`src/hdl/klx_pkg.sv`:
```
// ----------------------------------------------------------------------------
// klx_pkg: shared types and constants of the lexer
// Holds the request and token structs, token kinds, character classes and the
// keyword spelling table.
// ----------------------------------------------------------------------------
package klx_pkg;

    // one input request: a character or an end-of-input mark
    typedef struct packed {
        logic [7:0] char_code;
        logic       end_of_input;
    } t_in_item;

    // one token
    typedef struct packed {
        logic [2:0]  token_kind;
        logic [7:0]  token_char;
        logic [7:0]  ident_length;
        logic [31:0] num_mantissa;
        logic [7:0]  num_frac_digits;
        logic        num_overflow;
        logic        last_of_run;
    } t_out_item;

    // tokens produced by one request, first one goes out first
    typedef struct packed {
        logic [1:0] count;
        t_out_item  first;
        t_out_item  second;
    } t_step_out;

    // token kinds
    localparam logic [2:0] KIND_EOF    = 3'd0;
    localparam logic [2:0] KIND_DEF    = 3'd1;
    localparam logic [2:0] KIND_EXTERN = 3'd2;
    localparam logic [2:0] KIND_RETURN = 3'd3;
    localparam logic [2:0] KIND_IDENT  = 3'd4;
    localparam logic [2:0] KIND_NUMBER = 3'd5;
    localparam logic [2:0] KIND_CHAR   = 3'd6;

    // special characters
    localparam logic [7:0] CH_HASH = 8'h23;
    localparam logic [7:0] CH_DOT  = 8'h2E;
    localparam logic [7:0] CH_LF   = 8'h0A;
    localparam logic [7:0] CH_CR   = 8'h0D;

    // keyword lengths
    localparam logic [7:0] KW_DEF_LEN    = 8'd3;
    localparam logic [7:0] KW_EXTERN_LEN = 8'd6;
    localparam logic [7:0] KW_RETURN_LEN = 8'd6;

    // output queue
    localparam int FIFO_DEPTH = 4;

    function automatic logic is_alpha(input logic [7:0] c);
        return (c >= 8'h41 && c <= 8'h5A) || (c >= 8'h61 && c <= 8'h7A);
    endfunction

    function automatic logic is_digit(input logic [7:0] c);
        return c >= 8'h30 && c <= 8'h39;
    endfunction

    function automatic logic is_space(input logic [7:0] c);
        return c == 8'h20 || (c >= 8'h09 && c <= 8'h0D);
    endfunction

    // true when character c is letter idx of keyword k (0 def, 1 extern, 2 return)
    function automatic logic kw_match(input logic [1:0] k, input logic [7:0] idx,
                                      input logic [7:0] c);
        logic [47:0] text;
        logic [7:0]  len;
        logic [7:0]  exp_ch;
        text = 48'h0;
        len  = 8'd0;
        unique case (k)
            2'd0: begin
                text = {24'h0, "fed"};
                len  = KW_DEF_LEN;
            end
            2'd1: begin
                text = "nretxe";
                len  = KW_EXTERN_LEN;
            end
            2'd2: begin
                text = "nruter";
                len  = KW_RETURN_LEN;
            end
            default: begin
                text = 48'h0;
                len  = 8'd0;
            end
        endcase
        exp_ch = text[8*idx[2:0] +: 8];
        return (idx < len) && (exp_ch == c);
    endfunction

endpackage

```
`src/hdl/klx_core.sv`:
```
// ----------------------------------------------------------------------------
// klx_core: scanner state and per-character step
// Keeps the scan state of the token in progress and works out, for the
// request in the input register, the next state and up to two tokens.
// ----------------------------------------------------------------------------
module klx_core
    import klx_pkg::*;
#(
    parameter int MANTISSA_BITS = 32
) (
    input  logic      i_clk,
    input  logic      i_rst_n,
    input  logic      i_advance,
    input  t_in_item  i_item,
    output t_step_out o_step
);

    localparam logic [1:0] MODE_IDLE    = 2'd0;
    localparam logic [1:0] MODE_WORD    = 2'd1;
    localparam logic [1:0] MODE_NUMBER  = 2'd2;
    localparam logic [1:0] MODE_COMMENT = 2'd3;

    logic [1:0]               r_mode,  n_mode;
    logic [2:0]               r_alive, n_alive;
    logic [7:0]               r_len,   n_len;
    logic [MANTISSA_BITS-1:0] r_acc,   n_acc;
    logic [7:0]               r_frac,  n_frac;
    logic                     r_dot,   n_dot;
    logic                     r_stop,  n_stop;
    logic                     r_sat,   n_sat;

    logic [7:0] w_c;
    logic       w_eoi;
    logic       w_word_go;
    logic       w_num_go;

    assign w_c   = i_item.char_code;
    assign w_eoi = i_item.end_of_input;

    // character continues the current token
    assign w_word_go = (r_mode == MODE_WORD) && (is_alpha(w_c) || is_digit(w_c));
    assign w_num_go  = (r_mode == MODE_NUMBER) && (is_digit(w_c) || w_c == CH_DOT);

    // word extension, from the running word or from a fresh one
    logic [2:0] w_wb_alive, wx_alive;
    logic [7:0] w_wb_len,   wx_len;

    assign w_wb_alive = w_word_go ? r_alive : 3'b111;
    assign w_wb_len   = w_word_go ? r_len : 8'd0;

    always_comb begin
        for (int k = 0; k < 3; k++) begin
            wx_alive[k] = w_wb_alive[k] && kw_match(2'(k), w_wb_len, w_c);
        end
        wx_len = (w_wb_len == 8'hFF) ? w_wb_len : w_wb_len + 8'd1;
    end

    // number extension, from the running number or from a fresh one
    logic [MANTISSA_BITS-1:0] w_nb_acc, nx_acc;
    logic [7:0]               w_nb_frac, nx_frac;
    logic                     w_nb_dot, w_nb_stop, w_nb_sat;
    logic                     nx_dot, nx_stop, nx_sat;
    logic [MANTISSA_BITS+3:0] w_prod;

    assign w_nb_acc  = w_num_go ? r_acc : '0;
    assign w_nb_frac = w_num_go ? r_frac : 8'd0;
    assign w_nb_dot  = w_num_go ? r_dot : 1'b0;
    assign w_nb_stop = w_num_go ? r_stop : 1'b0;
    assign w_nb_sat  = w_num_go ? r_sat : 1'b0;

    // acc * 10 + digit, by shifts
    assign w_prod = {w_nb_acc, 3'b000} + {2'b00, w_nb_acc, 1'b0}
                  + (MANTISSA_BITS+4)'(w_c[3:0]);

    always_comb begin
        nx_acc  = w_nb_acc;
        nx_frac = w_nb_frac;
        nx_dot  = w_nb_dot;
        nx_stop = w_nb_stop;
        nx_sat  = w_nb_sat;
        if (!w_nb_stop) begin
            if (w_c == CH_DOT) begin
                if (w_nb_dot) begin
                    nx_stop = 1'b1;
                end else begin
                    nx_dot = 1'b1;
                end
            end else begin
                if (w_prod[MANTISSA_BITS+3:MANTISSA_BITS] != 4'd0) begin
                    nx_acc = '1;
                    nx_sat = 1'b1;
                end else begin
                    nx_acc = w_prod[MANTISSA_BITS-1:0];
                end
                if (w_nb_dot && w_nb_frac != 8'hFF) begin
                    nx_frac = w_nb_frac + 8'd1;
                end
            end
        end
    end

    // token emitted when the running word or number ends
    logic [MANTISSA_BITS+31:0] w_acc_ext;
    t_out_item                 w_flush_item;
    logic                      w_flush_avail;

    assign w_acc_ext     = {32'd0, r_acc};
    assign w_flush_avail = (r_mode == MODE_WORD) || (r_mode == MODE_NUMBER);

    always_comb begin
        w_flush_item = '0;
        if (r_mode == MODE_WORD) begin
            w_flush_item.token_kind = KIND_IDENT;
            if (r_alive[0] && r_len == KW_DEF_LEN) begin
                w_flush_item.token_kind = KIND_DEF;
            end
            if (r_alive[1] && r_len == KW_EXTERN_LEN) begin
                w_flush_item.token_kind = KIND_EXTERN;
            end
            if (r_alive[2] && r_len == KW_RETURN_LEN) begin
                w_flush_item.token_kind = KIND_RETURN;
            end
            w_flush_item.ident_length = r_len;
        end else begin
            w_flush_item.token_kind      = KIND_NUMBER;
            w_flush_item.num_mantissa    = w_acc_ext[31:0];
            w_flush_item.num_frac_digits = r_frac;
            w_flush_item.num_overflow    = r_sat;
        end
    end

    // step decision
    logic      w_flush_en;
    logic      w_sec_valid;
    logic      w_flush_valid;
    t_out_item w_sec_item;

    always_comb begin
        n_mode      = r_mode;
        n_alive     = r_alive;
        n_len       = r_len;
        n_acc       = r_acc;
        n_frac      = r_frac;
        n_dot       = r_dot;
        n_stop      = r_stop;
        n_sat       = r_sat;
        w_flush_en  = 1'b0;
        w_sec_valid = 1'b0;
        w_sec_item  = '0;
        if (w_eoi) begin
            // end of stream: flush, then eof
            w_flush_en            = 1'b1;
            w_sec_valid           = 1'b1;
            w_sec_item.token_kind = KIND_EOF;
            n_mode  = MODE_IDLE;
            n_alive = 3'b000;
            n_len   = 8'd0;
            n_acc   = '0;
            n_frac  = 8'd0;
            n_dot   = 1'b0;
            n_stop  = 1'b0;
            n_sat   = 1'b0;
        end else if (r_mode == MODE_COMMENT) begin
            if (w_c == CH_LF || w_c == CH_CR) begin
                n_mode = MODE_IDLE;
            end
        end else if (w_word_go) begin
            n_alive = wx_alive;
            n_len   = wx_len;
        end else if (w_num_go) begin
            n_acc  = nx_acc;
            n_frac = nx_frac;
            n_dot  = nx_dot;
            n_stop = nx_stop;
            n_sat  = nx_sat;
        end else begin
            // token boundary: flush, clear, then handle the character as new
            w_flush_en = 1'b1;
            n_mode  = MODE_IDLE;
            n_alive = 3'b000;
            n_len   = 8'd0;
            n_acc   = '0;
            n_frac  = 8'd0;
            n_dot   = 1'b0;
            n_stop  = 1'b0;
            n_sat   = 1'b0;
            priority if (is_space(w_c)) begin
                n_mode = MODE_IDLE;
            end else if (is_alpha(w_c)) begin
                n_mode  = MODE_WORD;
                n_alive = wx_alive;
                n_len   = wx_len;
            end else if (is_digit(w_c) || w_c == CH_DOT) begin
                n_mode = MODE_NUMBER;
                n_acc  = nx_acc;
                n_frac = nx_frac;
                n_dot  = nx_dot;
                n_stop = nx_stop;
                n_sat  = nx_sat;
            end else if (w_c == CH_HASH) begin
                n_mode = MODE_COMMENT;
            end else begin
                w_sec_valid           = 1'b1;
                w_sec_item.token_kind = KIND_CHAR;
                w_sec_item.token_char = w_c;
            end
        end
    end

    // pack the tokens of this request
    assign w_flush_valid = w_flush_en && w_flush_avail;

    always_comb begin
        o_step.count  = {1'b0, w_flush_valid} + {1'b0, w_sec_valid};
        o_step.first  = w_flush_valid ? w_flush_item : w_sec_item;
        o_step.second = w_sec_item;
        o_step.first.last_of_run  = (o_step.count == 2'd1);
        o_step.second.last_of_run = 1'b1;
    end

    // scan state
    always_ff @(posedge i_clk) begin
        if (!i_rst_n) begin
            r_mode  <= MODE_IDLE;
            r_alive <= 3'b000;
            r_len   <= 8'd0;
            r_acc   <= '0;
            r_frac  <= 8'd0;
            r_dot   <= 1'b0;
            r_stop  <= 1'b0;
            r_sat   <= 1'b0;
        end else if (i_advance) begin
            r_mode  <= n_mode;
            r_alive <= n_alive;
            r_len   <= n_len;
            r_acc   <= n_acc;
            r_frac  <= n_frac;
            r_dot   <= n_dot;
            r_stop  <= n_stop;
            r_sat   <= n_sat;
        end
    end

    // end of stream always leaves the scanner idle
    a_eoi_idle: assert property (@(posedge i_clk) disable iff (!i_rst_n)
        (i_advance && w_eoi) |=> (r_mode == MODE_IDLE))
        else $error("scanner not idle after end of input");

    // no token fields carried outside a word or number
    a_clear_between: assert property (@(posedge i_clk) disable iff (!i_rst_n)
        (r_mode == MODE_IDLE || r_mode == MODE_COMMENT) |-> (r_len == 8'd0 && r_acc == '0))
        else $error("token state left over between tokens");

    // two tokens only at a boundary that flushes a word or number
    a_two_tokens: assert property (@(posedge i_clk) disable iff (!i_rst_n)
        (o_step.count == 2'd2) |-> (w_flush_avail && !o_step.first.last_of_run))
        else $error("second token without a flushed token");

endmodule

```
`src/hdl/klx_out_fifo.sv`:
```
// ----------------------------------------------------------------------------
// klx_out_fifo: token output queue
// Small register queue that takes up to two tokens per cycle when it has room
// and hands them out one per cycle on a valid/ready channel when ready.
// ----------------------------------------------------------------------------
module klx_out_fifo
    import klx_pkg::*;
(
    input  logic      i_clk,
    input  logic      i_rst_n,
    input  logic      i_push,
    input  t_step_out i_step,
    output logic      o_space2,
    output logic      o_valid,
    input  logic      i_ready,
    output t_out_item o_data
);

    localparam int PTR_W = $clog2(FIFO_DEPTH);
    localparam int CNT_W = $clog2(FIFO_DEPTH + 1);

    t_out_item        r_mem [FIFO_DEPTH];
    logic [PTR_W-1:0] r_wr, n_wr;
    logic [PTR_W-1:0] r_rd, n_rd;
    logic [CNT_W-1:0] r_count, n_count;
    logic [1:0]       w_wn;
    logic             w_pop;
    logic [PTR_W-1:0] w_wr1;

    assign w_wn   = i_push ? i_step.count : 2'd0;
    assign w_pop  = o_valid && i_ready;
    assign w_wr1  = r_wr + PTR_W'(1);

    assign o_valid  = (r_count != '0);
    assign o_data   = r_mem[r_rd];
    assign o_space2 = (r_count <= CNT_W'(FIFO_DEPTH - 2));

    // pointers and fill level
    always_comb begin
        n_wr    = r_wr + PTR_W'(w_wn);
        n_rd    = r_rd + PTR_W'(w_pop);
        n_count = r_count + CNT_W'(w_wn) - CNT_W'(w_pop);
    end

    always_ff @(posedge i_clk) begin
        if (!i_rst_n) begin
            r_wr    <= '0;
            r_rd    <= '0;
            r_count <= '0;
        end else begin
            r_wr    <= n_wr;
            r_rd    <= n_rd;
            r_count <= n_count;
        end
    end

    // token storage
    always_ff @(posedge i_clk) begin
        if (w_wn != 2'd0) begin
            r_mem[r_wr] <= i_step.first;
        end
        if (w_wn == 2'd2) begin
            r_mem[w_wr1] <= i_step.second;
        end
    end

    // fill level never passes the depth
    a_no_overflow: assert property (@(posedge i_clk) disable iff (!i_rst_n)
        r_count <= CNT_W'(FIFO_DEPTH))
        else $error("token queue overflow");

    // a push only happens with room for two tokens
    a_push_room: assert property (@(posedge i_clk) disable iff (!i_rst_n)
        (w_wn != 2'd0) |-> o_space2)
        else $error("push without room");

    // pointers stay apart by the fill level
    a_ptr_level: assert property (@(posedge i_clk) disable iff (!i_rst_n)
        (r_wr - r_rd) == PTR_W'(r_count))
        else $error("queue pointers disagree with fill level");

endmodule

```
`src/hdl/keyword_identifier_number_lexer_top.sv`:
```
// ----------------------------------------------------------------------------
// keyword_identifier_number_lexer_top: streaming character lexer
// Turns a character stream into tokens: keywords def/extern/return,
// identifiers with their length, numbers as mantissa plus fraction digits,
// single-character tokens and end of input. Comments and whitespace skipped.
//
//   channel  direction  handshake                     payload
//   in       in         i_in_valid / o_in_ready       i_in_data  (t_in_item)
//   out      out        o_out_valid / i_out_ready     o_out_data (t_out_item)
//
// One character request per cycle while the queue has room: input register,
// one step of scan logic, then a four-entry token queue that the scanner
// writes directly. A request yields zero, one or two tokens; the queue drains
// one per cycle while the output is ready.
// A token passes through the input register and the queue before it leaves.
// Synchronous active-low reset clears the scanner to idle and empties the queue.
// The input register advances only while the queue holds two tokens or fewer;
// under an output stall o_in_ready falls once three or more are queued and a
// request waits, and rises the cycle after pops bring the queue back to two.
// ----------------------------------------------------------------------------
module keyword_identifier_number_lexer_top
    import klx_pkg::*;
#(
    parameter int MANTISSA_BITS = 32
) (
    input  logic      i_clk,
    input  logic      i_rst_n,
    input  logic      i_in_valid,
    output logic      o_in_ready,
    input  t_in_item  i_in_data,
    output logic      o_out_valid,
    input  logic      i_out_ready,
    output t_out_item o_out_data
);

    logic      r_in_valid, n_in_valid;
    t_in_item  r_in;
    logic      w_space2;
    logic      w_advance;
    logic      w_load;
    t_step_out w_step;

    // input register moves into the scanner when the queue has room
    assign w_advance  = r_in_valid && w_space2;
    assign o_in_ready = !r_in_valid || w_advance;
    assign w_load     = i_in_valid && o_in_ready;

    always_comb begin
        n_in_valid = r_in_valid;
        if (w_load) begin
            n_in_valid = 1'b1;
        end else if (w_advance) begin
            n_in_valid = 1'b0;
        end
    end

    always_ff @(posedge i_clk) begin
        if (!i_rst_n) begin
            r_in_valid <= 1'b0;
        end else begin
            r_in_valid <= n_in_valid;
        end
    end

    // request payload
    always_ff @(posedge i_clk) begin
        if (w_load) begin
            r_in <= i_in_data;
        end
    end

    // scanner
    klx_core #(
        .MANTISSA_BITS (MANTISSA_BITS)
    ) u_core (
        .i_clk     (i_clk),
        .i_rst_n   (i_rst_n),
        .i_advance (w_advance),
        .i_item    (r_in),
        .o_step    (w_step)
    );

    // token queue
    klx_out_fifo u_fifo (
        .i_clk    (i_clk),
        .i_rst_n  (i_rst_n),
        .i_push   (w_advance),
        .i_step   (w_step),
        .o_space2 (w_space2),
        .o_valid  (o_out_valid),
        .i_ready  (i_out_ready),
        .o_data   (o_out_data)
    );

endmodule
```
`config.mk`:
```
export PLATFORM = sky130hd
export DESIGN_NAME = keyword_identifier_number_lexer_top
export DESIGN_NICKNAME = d
export VERILOG_FILES = /design/src/hdl/klx_pkg.sv /design/src/hdl/klx_core.sv /design/src/hdl/klx_out_fifo.sv /design/src/hdl/keyword_identifier_number_lexer_top.sv
export SDC_FILE = /design/constraint.sdc
export NUM_CORES = 1
export LEC_CHECK = 0
export ABC_AREA = 1
export BUFFER_PORTS_ARGS = -buffer_cell sky130_fd_sc_hd__buf_2
export CORE_ASPECT_RATIO = 0.5
export CORE_MARGIN = 2
export CORE_UTILIZATION = 63
export CTS_CLUSTER_SIZE = 28
export DETAILED_ROUTE_END_ITERATION = 10
export HOLD_SLACK_MARGIN = 0.06
export PLACE_DENSITY = 0.83
export SYNTH_ARGS = -nofsm -noshare
export SYNTH_HDL_FRONTEND = slang
export SYNTH_SLANG_ARGS = --single-unit
```
`constraint.sdc`:
```
create_clock -name i_clk -period 5.5 [get_ports i_clk]
set_input_delay 1.65 -clock i_clk [delete_from_list [all_inputs] [get_ports i_clk]]
set_output_delay 1.65 -clock i_clk [all_outputs]
set_load 0.005 [all_outputs]
```
# --- After elaboration in Yosys (flattened, before gate mapping) ---
# Memory sizes are Yosys's and may differ from the RTL's. A register that Yosys moved wholly into a read port is not among the register bits.
# Index checks and enable logic that the tools add are counted.
word_totals:
  reg_bits: 73
  latchBits: 0
  ramBits: 244
  romBits: 0
  in_bits: 13
  out_inout_bits: 63
  word_cells: 211
  mem_count: 1
mem_list:
  columns: ["name", "depth", "width", "rd", "rd_ports_with_merged_regs", "write_ports", "line_no", "text"]
  rows:
  - ["u_fifo.r_mem", 4, 61, 1, 1, 2, "klx_out_fifo.sv:22", "t_out_item r_mem [FIFO_DEPTH];"]
op_classes:
  addsub: 10
  n_mul: 0
  n_div: 0
  n_lt_le_gt_ge: 11
  n_eq_ne: 23
  shift: 3
  muxes: 114
  bitwise: 0
  reduce_logical: 35
op_table:
  columns: ["op", "n"]
  rows:
  - ["2-to-1 mux 32 bit", 11]
  - ["2-to-1 mux 8 bit", 21]
  - ["indexed part select 48 x 7 -> 8 bit (first input constant)", 3]
  - ["2-to-1 mux 11 bit", 7]
  - ["2-to-1 mux 61 bit", 1]
  - ["2-to-1 mux 1 bit", 50]
  - ["2-to-1 mux 41 bit", 1]
  - ["adder 35 x 33 -> 36 bit", 1]
  - ["adder 36 x 4 -> 36 bit", 1]
  - ["2-to-1 mux 3 bit", 12]
  - ["equality test 8 x 6 -> 1 bit (second input constant)", 3]
  - ["equality test 8 bit", 3]
  - ["2-to-1 mux 2 bit", 11]
  - ["logical AND 1 bit", 20]
  - ["adder 8 x 1 -> 8 bit (second input constant)", 2]
  - ["equality test 8 x 4 -> 1 bit (second input constant)", 2]
  - [">= comparator 8 x 7 -> 1 bit (second input constant)", 2]
  - ["<= comparator 8 x 7 -> 1 bit (second input constant)", 2]
  - ["!= test 3 bit (second input constant)", 3]
  - ["equality test 8 x 2 -> 1 bit (second input constant)", 1]
  - ["equality test 8 x 3 -> 1 bit (second input constant)", 1]
  - ["equality test 8 bit (second input constant)", 1]
  - [">= comparator 8 x 4 -> 1 bit (second input constant)", 1]
  - [">= comparator 8 x 6 -> 1 bit (second input constant)", 1]
  - ["23 further kinds", 35]

# --- Longest topological paths before layout ---
logic_depth:
  word_depth: 18
  depth_mapped: 31

# --- By module ---
# From an unflattened synthesis, not the netlist that was laid out.
hier_totals:
  hier_cells: 2658
  hier_area_um2: 20749.9
by_module_without_submodules:
  columns: ["mod", "n_inst", "cells_per_inst", "area_per_inst_um2", "seq_area_each_um2"]
  rows:
  - ["klx_out_fifo", 1, 1258, 12259.3, 7467.2]
  - ["klx_core", 1, 1382, 8161.6, 1121.1]
  - ["keyword_identifier_number_lexer_top", 1, 18, 329.1, 290.3]

# --- Worst setup path before layout ---
# OpenSTA, ideal clock, no wires.
synth_path:
  path_type: "reg-to-reg"
  start: "register r_in[3] (netlist name)"
  end: "register u_core.r_acc[10]"
  setup_ns: 0.132
  t_arrival_ns: 3.787
  required_time_ns: 5.368
  path_slack_ns: 1.581
  stages_incl_launch_ff: 29
  path_buffers: 5
  cell_sequence: "edfxtp_1 > buf_4 > nand2_1 > nor2_1 > nand2_2 > nand2_4 > nand2_2 > buf_6 > clkbuf_1 > clkbuf_1 > nor2_1 > ha_1 > inv_1 > fa_1 > nor2_1 > o21ai_0 > nand2_1 > nand2_1 > nand2_1 > nand2_1 > nand3_1 > nand2_1 > nor2_1 > buf_2 > nand4_1 > nand2_1 > nand2_1 > nand2_1 > a21oi_1"
synth_between:
  elab_chain_cells: 18
synth_lines:
  columns: ["item", "line_no", "text"]
  rows:
  - ["start: declaration", "keyword_identifier_number_lexer_top.sv:37", "t_in_item r_in;"]
  - ["start signal: assignment", "keyword_identifier_number_lexer_top.sv:68", "r_in <= i_in_data;"]
  - [">= comparator 8 x 6 -> 1 bit / <= comparator 8 x 6 -> 1 bit (equally long branches)", "klx_pkg.sv:60", "return c >= 8'h30 && c <= 8'h39;"]
  - ["logical AND 1 bit", "klx_pkg.sv:60", null]
  - ["logical OR 1 bit", "klx_core.sv:42, klx_core.sv:193", null]
  - ["logical AND 1 bit", "klx_core.sv:42", "assign w_num_go = (r_mode == MODE_NUMBER) && (is_digit(w_c) || w_c == CH_DOT);"]
  - ["2-to-1 mux 32 bit", "klx_core.sv:65", "assign w_nb_acc = w_num_go ? r_acc : '0;"]
  - ["adder 35 x 33 -> 36 bit", "klx_core.sv:72", "assign w_prod = {w_nb_acc, 3'b000} + {2'b00, w_nb_acc, 1'b0}"]
  - ["adder 36 x 4 -> 36 bit", "klx_core.sv:73", "+ (MANTISSA_BITS+4)'(w_c[3:0]);"]
  - ["nonzero test 4 bit", "klx_core.sv:89", "if (w_prod[MANTISSA_BITS+3:MANTISSA_BITS] != 4'd0) begin"]
  - ["(+2 left out)", null, null]
  - ["2-to-1 mux 32 bit", "klx_core.sv:81", "if (!w_nb_stop) begin"]
  - ["2-to-1 mux 32 bit", "klx_core.sv:193", "end else if (is_digit(w_c) || w_c == CH_DOT) begin"]
  - ["2-to-1 mux 32 bit", "klx_core.sv:189", "end else if (is_alpha(w_c)) begin"]
  - ["2-to-1 mux 32 bit", "klx_core.sv:187", "priority if (is_space(w_c)) begin"]
  - ["2-to-1 mux 32 bit", "klx_core.sv:170", "end else if (w_num_go) begin"]
  - ["2-to-1 mux 32 bit", "klx_core.sv:167", "end else if (w_word_go) begin"]
  - ["2-to-1 mux 32 bit", "klx_core.sv:163", "end else if (r_mode == MODE_COMMENT) begin"]
  - ["2-to-1 mux 32 bit", "klx_core.sv:150", "if (w_eoi) begin"]
  - ["end signal: assignment", "klx_core.sv:236", "r_acc <= n_acc;"]
  - ["end: declaration", "klx_core.sv:26", "logic [MANTISSA_BITS-1:0] r_acc, n_acc;"]
# Parallel ways exist; a longest one is shown, timed or not. The select of a mux whose other input is x is not followed.
# A chain may end at the register's enable or synchronous reset.

==> flow_summary.ini <==
[placement]
pre_cts_ws_ns = 0.863
gp_congestion = 0.948
dp_hpwl_um = 34100
portBuffers = 75

[cells_and_area]
n_fill_cell = 2334
layout-drive-gt1-share_pct = 11.6
multi_input_area_mm2 = 0.00986
area_delta_synth_final_pct = 7.80
finalNetCount = 2521
fin_util_pct = 69.9
regArea_mm2 = 0.00684
diodes = 0

[setup_path]
crit_path_end_kind = flop
cp-start-kind = flop
required_ns = 5.90
crit_path_max_fanout = 51
reg2reg_from = r_in[1]
crit_chain = inv_2 -> nand2_1 -> nor2_1 -> nand2_2 -> nand2_4 -> nand2_2 -> nand2_2 -> inv_2 -> nand2_1 -> nor2_1 -> nand2_1 -> nor3_1 -> or2_2 -> ha_1 -> nor2_1 -> inv_1 -> nor2_1 -> inv_2 -> buf_4 -> nand2_1 -> o21ai_4 -> nor2_1
path_buf_inv = 5
path_delay_family = simple AND/OR/NAND/NOR gates
crit_type = flop to flop
cp.arrival_ns = 5.27
critPathSlowestCell = nand2_1
rrSetupSlack_ns = 0.63
reg2regPathDepth = 22
timing.rr.end = u_fifo.r_mem[0][53]
cp_common_cell = nor2_1
max_stage_delay_ns = 0.56

[synth]
synth-compound-area-share_pct = 18.6
synth_top_flop_cell = dfxtp_1
muxShareOfSynthArea_pct = 0
synth_nets = 2545
netlist_instances = 2451
syn_area_per_cell_um2 = 7.40
syn_area_mm2 = 0.0181
synth_edf_count = 49
yosys.area_share.adder_pct = 5.67
async_reset_ff_share_pct = 0
yosys_warnings = 0
yosys_register_bits = 317
synth.distinct_cells = 51
synth-xor-area-share_pct = 1.74
synth-simple-area-share_pct = 28.3
synth_top_family_by_area = simple AND/OR/NAND/NOR gates
ys_seq_area_share_pct = 37.7

[hold_path]
worstHoldPathType = flop to flop
min_from = u_fifo.r_mem[1][27]
holdPathEnd = u_fifo.r_mem[1][27]
hold_depth = 2

[clock_tree]
cts_resized = 0
htree_levels = 1
post_cts_buffers = 0
cts_buffers = 29
clkLatencyLatePin_ns = 0.57
worst_setup_hold_path_clk_slew_ns = 0.07
cts_tree = yes
clockRootBuffer = clkbuf_16
clock-sinks = 317
hold_buffers = 0
clockBufferDepth = 3

[floorplanning]
coreArea_mm2 = 0.0280
rows = 43
design.die.area_mm2 = 0.0302
initial_core_util_pct = 64.8
boundaryPins = 76
die_width_um = 244
die_h_um = 124

[grt]
grt_pass1_wl_um = 81500
grt_pass1_vias = 15200
grt_start_max_net_pins = 105
track_usage_pct = 33.7
gr-total-overflow = 0
antenna_found_initial = 0

[power_and_ir_drop]
switchingPower_uw = 2250
leakagePower_uw = 0.00795
p_clk_share_pct = 33.2
power_frac_comb_pct = 27.4
irDropWorstVdd_v = 0.000292
powerDensity_mw_per_mm2 = 332
swShare_pct = 34.6
seq_power_share_pct = 39.4
p_int_uw = 4240

[timing]
finalWorstSetupSlack_ns = 0.629
worst_clock_skew_ns = 0.0134
period_needed_ns = 4.87
finalSetupViolCount = 0
tightest_slew_ns = 1.18
relSlewSlack_pct = 21.6
max_freq_ghz = 0.205
finalSetupTns_ns = 0
hold_viol = 0
slew_viol_final = 0
rsz0062_at_grt = no
fin_crit_sh_pct = 88.6

[route]
first_pass_iters = 6
wire_per_inst_um = 18.3
dr_wl_met2_um = 21700
wl_um = 51800
drtIter0Drc = 2215
met3WireLength_um = 6550
met1_length_um = 22600
drc = 0
vias_per_cell = 6.13
detail-route-antenna-nets = 0
vias = 17400
top_layer = met4

[outcome]
status = complete, no violations

[run]
cap_violations = 0
sequential cells by signal, summed over array words and instances, names as in the netlist:
signal,cells
r_in,9
r_in_valid,1
u_core.r_acc,32
u_core.r_alive,3
u_core.r_dot,1
u_core.r_frac,8
u_core.r_len,8
u_core.r_mode,2
u_core.r_sat,1
u_core.r_stop,1
u_fifo.r_count,3
u_fifo.r_mem,244
u_fifo.r_rd,2
u_fifo.r_wr,2
worst register-to-register path, stage by stage, from the launching register on:
cell,delay [ns]
edfxtp_1,0.53
inv_2,0.20
nand2_1,0.09
nor2_1,0.13
nand2_2,0.09
nand2_4,0.12
nand2_2,0.21
nand2_2,0.14
inv_2,0.04
nand2_1,0.07
nor2_1,0.04
nand2_1,0.09
nor3_1,0.07
or2_2,0.35
ha_1,0.33
nor2_1,0.29
inv_1,0.12
nor2_1,0.38
inv_2,0.07
buf_4,0.37
nand2_1,0.57
o21ai_4,0.22
nor2_1,0.19
cells by family (layout without fill, tap and decap cells):
family,Yosys count,count (layout)
AOI/OAI and AO/OA,614,614
xor gates and xnor gates,36,36
buffers and inverters,352,350
adders and majority gates,81,81
DFF,317,317
and+or+nand+nor,1051,1051
per-stage QoR:
stage          hold slack, ns  area [um^2]  total power, uW  std cells
5_1_grt                 0.486        19500             6750       2831
3_3_place_gp            0.452        18500             4310       2778
2_1_floorplan           0.441        18100             3760       2451
6_report                0.471        19500             6490       2831
4_1_cts                 0.473        19500             6460       2831
3_5_place_dp            0.464        18500             4340       2778
power by group through the flow:
stage | Clock, uW | Combinational [uW] | Sequential [uW]
floorplan | 0 | 1220 | 2550
global placement | 0 | 1720 | 2590
detailed placement | 0 | 1730 | 2600
CTS | 2160 | 1750 | 2550
global route | 2250 | 1930 | 2570
finish | 2160 | 1780 | 2550
worst max path at each step:
stage / startpoint / to / depth (start not counted) / slack (ns)
detailed placement: r_in[1] / u_fifo.r_mem[0][51] / 22 / 0.86
global placement: r_in[1] / u_fifo.r_mem[0][51] / 22 / 0.93
finish: r_in[1] / u_fifo.r_mem[0][53] / 22 / 0.63
CTS: r_in[1] / u_fifo.r_mem[0][53] / 22 / 0.74
global route: r_in[1] / u_fifo.r_mem[0][55] / 22 / 0.25
floorplan: r_in[3] / u_core.r_acc[10] / 28 / 1.58
placed cells by master (no fill, tap or decap), types with 5 or more instances in the layout:
| cell type | instances |
|---|---|
| edfxtp_1 | 49 |
| ha_1 | 79 |
| xor2_1 | 23 |
| clkinv_2 | 8 |
| buf_2 | 75 |
| nand2_4 | 5 |
| nand2_1 | 384 |
| o21ai_2 | 25 |
| o21ai_1 | 190 |
| inv_1 | 171 |
| clkbuf_8 | 5 |
| o211ai_1 | 5 |
| dfxtp_1 | 266 |
| buf_4 | 23 |
| inv_2 | 18 |
| nor2_1 | 271 |
| clkbuf_16 | 34 |
| o21ai_0 | 175 |
| xnor2_1 | 13 |
| nand3_4 | 41 |
| nand2_2 | 11 |
| nand3_1 | 257 |
| nor3_1 | 15 |
| a21oi_1 | 128 |
| o21bai_1 | 10 |
| o22ai_1 | 61 |
| nand3_2 | 10 |
| nand4_1 | 35 |
layer usage:
metal,vias to the layer above,track usage [%]
li1,8301,-
met4,0,7.70
met1,7982,48.7
met3,95,7.71
met5,-,0
met2,974,51.3
area by class of cell:
type,instances,area share (%)
Timing Repair Buffer,100,3.01
Clock inverter,11,0.493
Multi-Input combinational cell,1782,50.5
Inverter,197,3.83
Clock buffer,42,4.76
Sequential cell,317,35.0
Tap cell,382,2.45
Yosys cell counts, drive strengths merged, types with 2 or more instances:
master | number | share of area [%]
nand2 | 400 | 8.5
o21ai | 394 | 12
nand3 | 308 | 12
nor2 | 277 | 5.9
dfxtp | 268 | 30
inv | 194 | 4.0
a21oi | 128 | 3.5
clkbuf | 116 | 2.4
ha | 79 | 5.5
o22ai | 61 | 2.1
edfxtp | 49 | 8.1
buf | 39 | 1.5
nand4 | 35 | 1.2
xor2 | 23 | 1.1
nor3 | 17 | 0.52
xnor2 | 13 | 0.63
o21bai | 10 | 0.41
o211ai | 5 | 0.21
a211oi | 4 | 0.17
a31oi | 4 | 0.14
or2 | 4 | 0.14
clkinv | 3 | 0.062
nand3b | 3 | 0.12
nor4 | 3 | 0.10
a22oi | 2 | 0.083
and2 | 2 | 0.069
and3 | 2 | 0.069
fa | 2 | 0.22
o32ai | 2 | 0.097
Power figures use the tool's default switching activity.
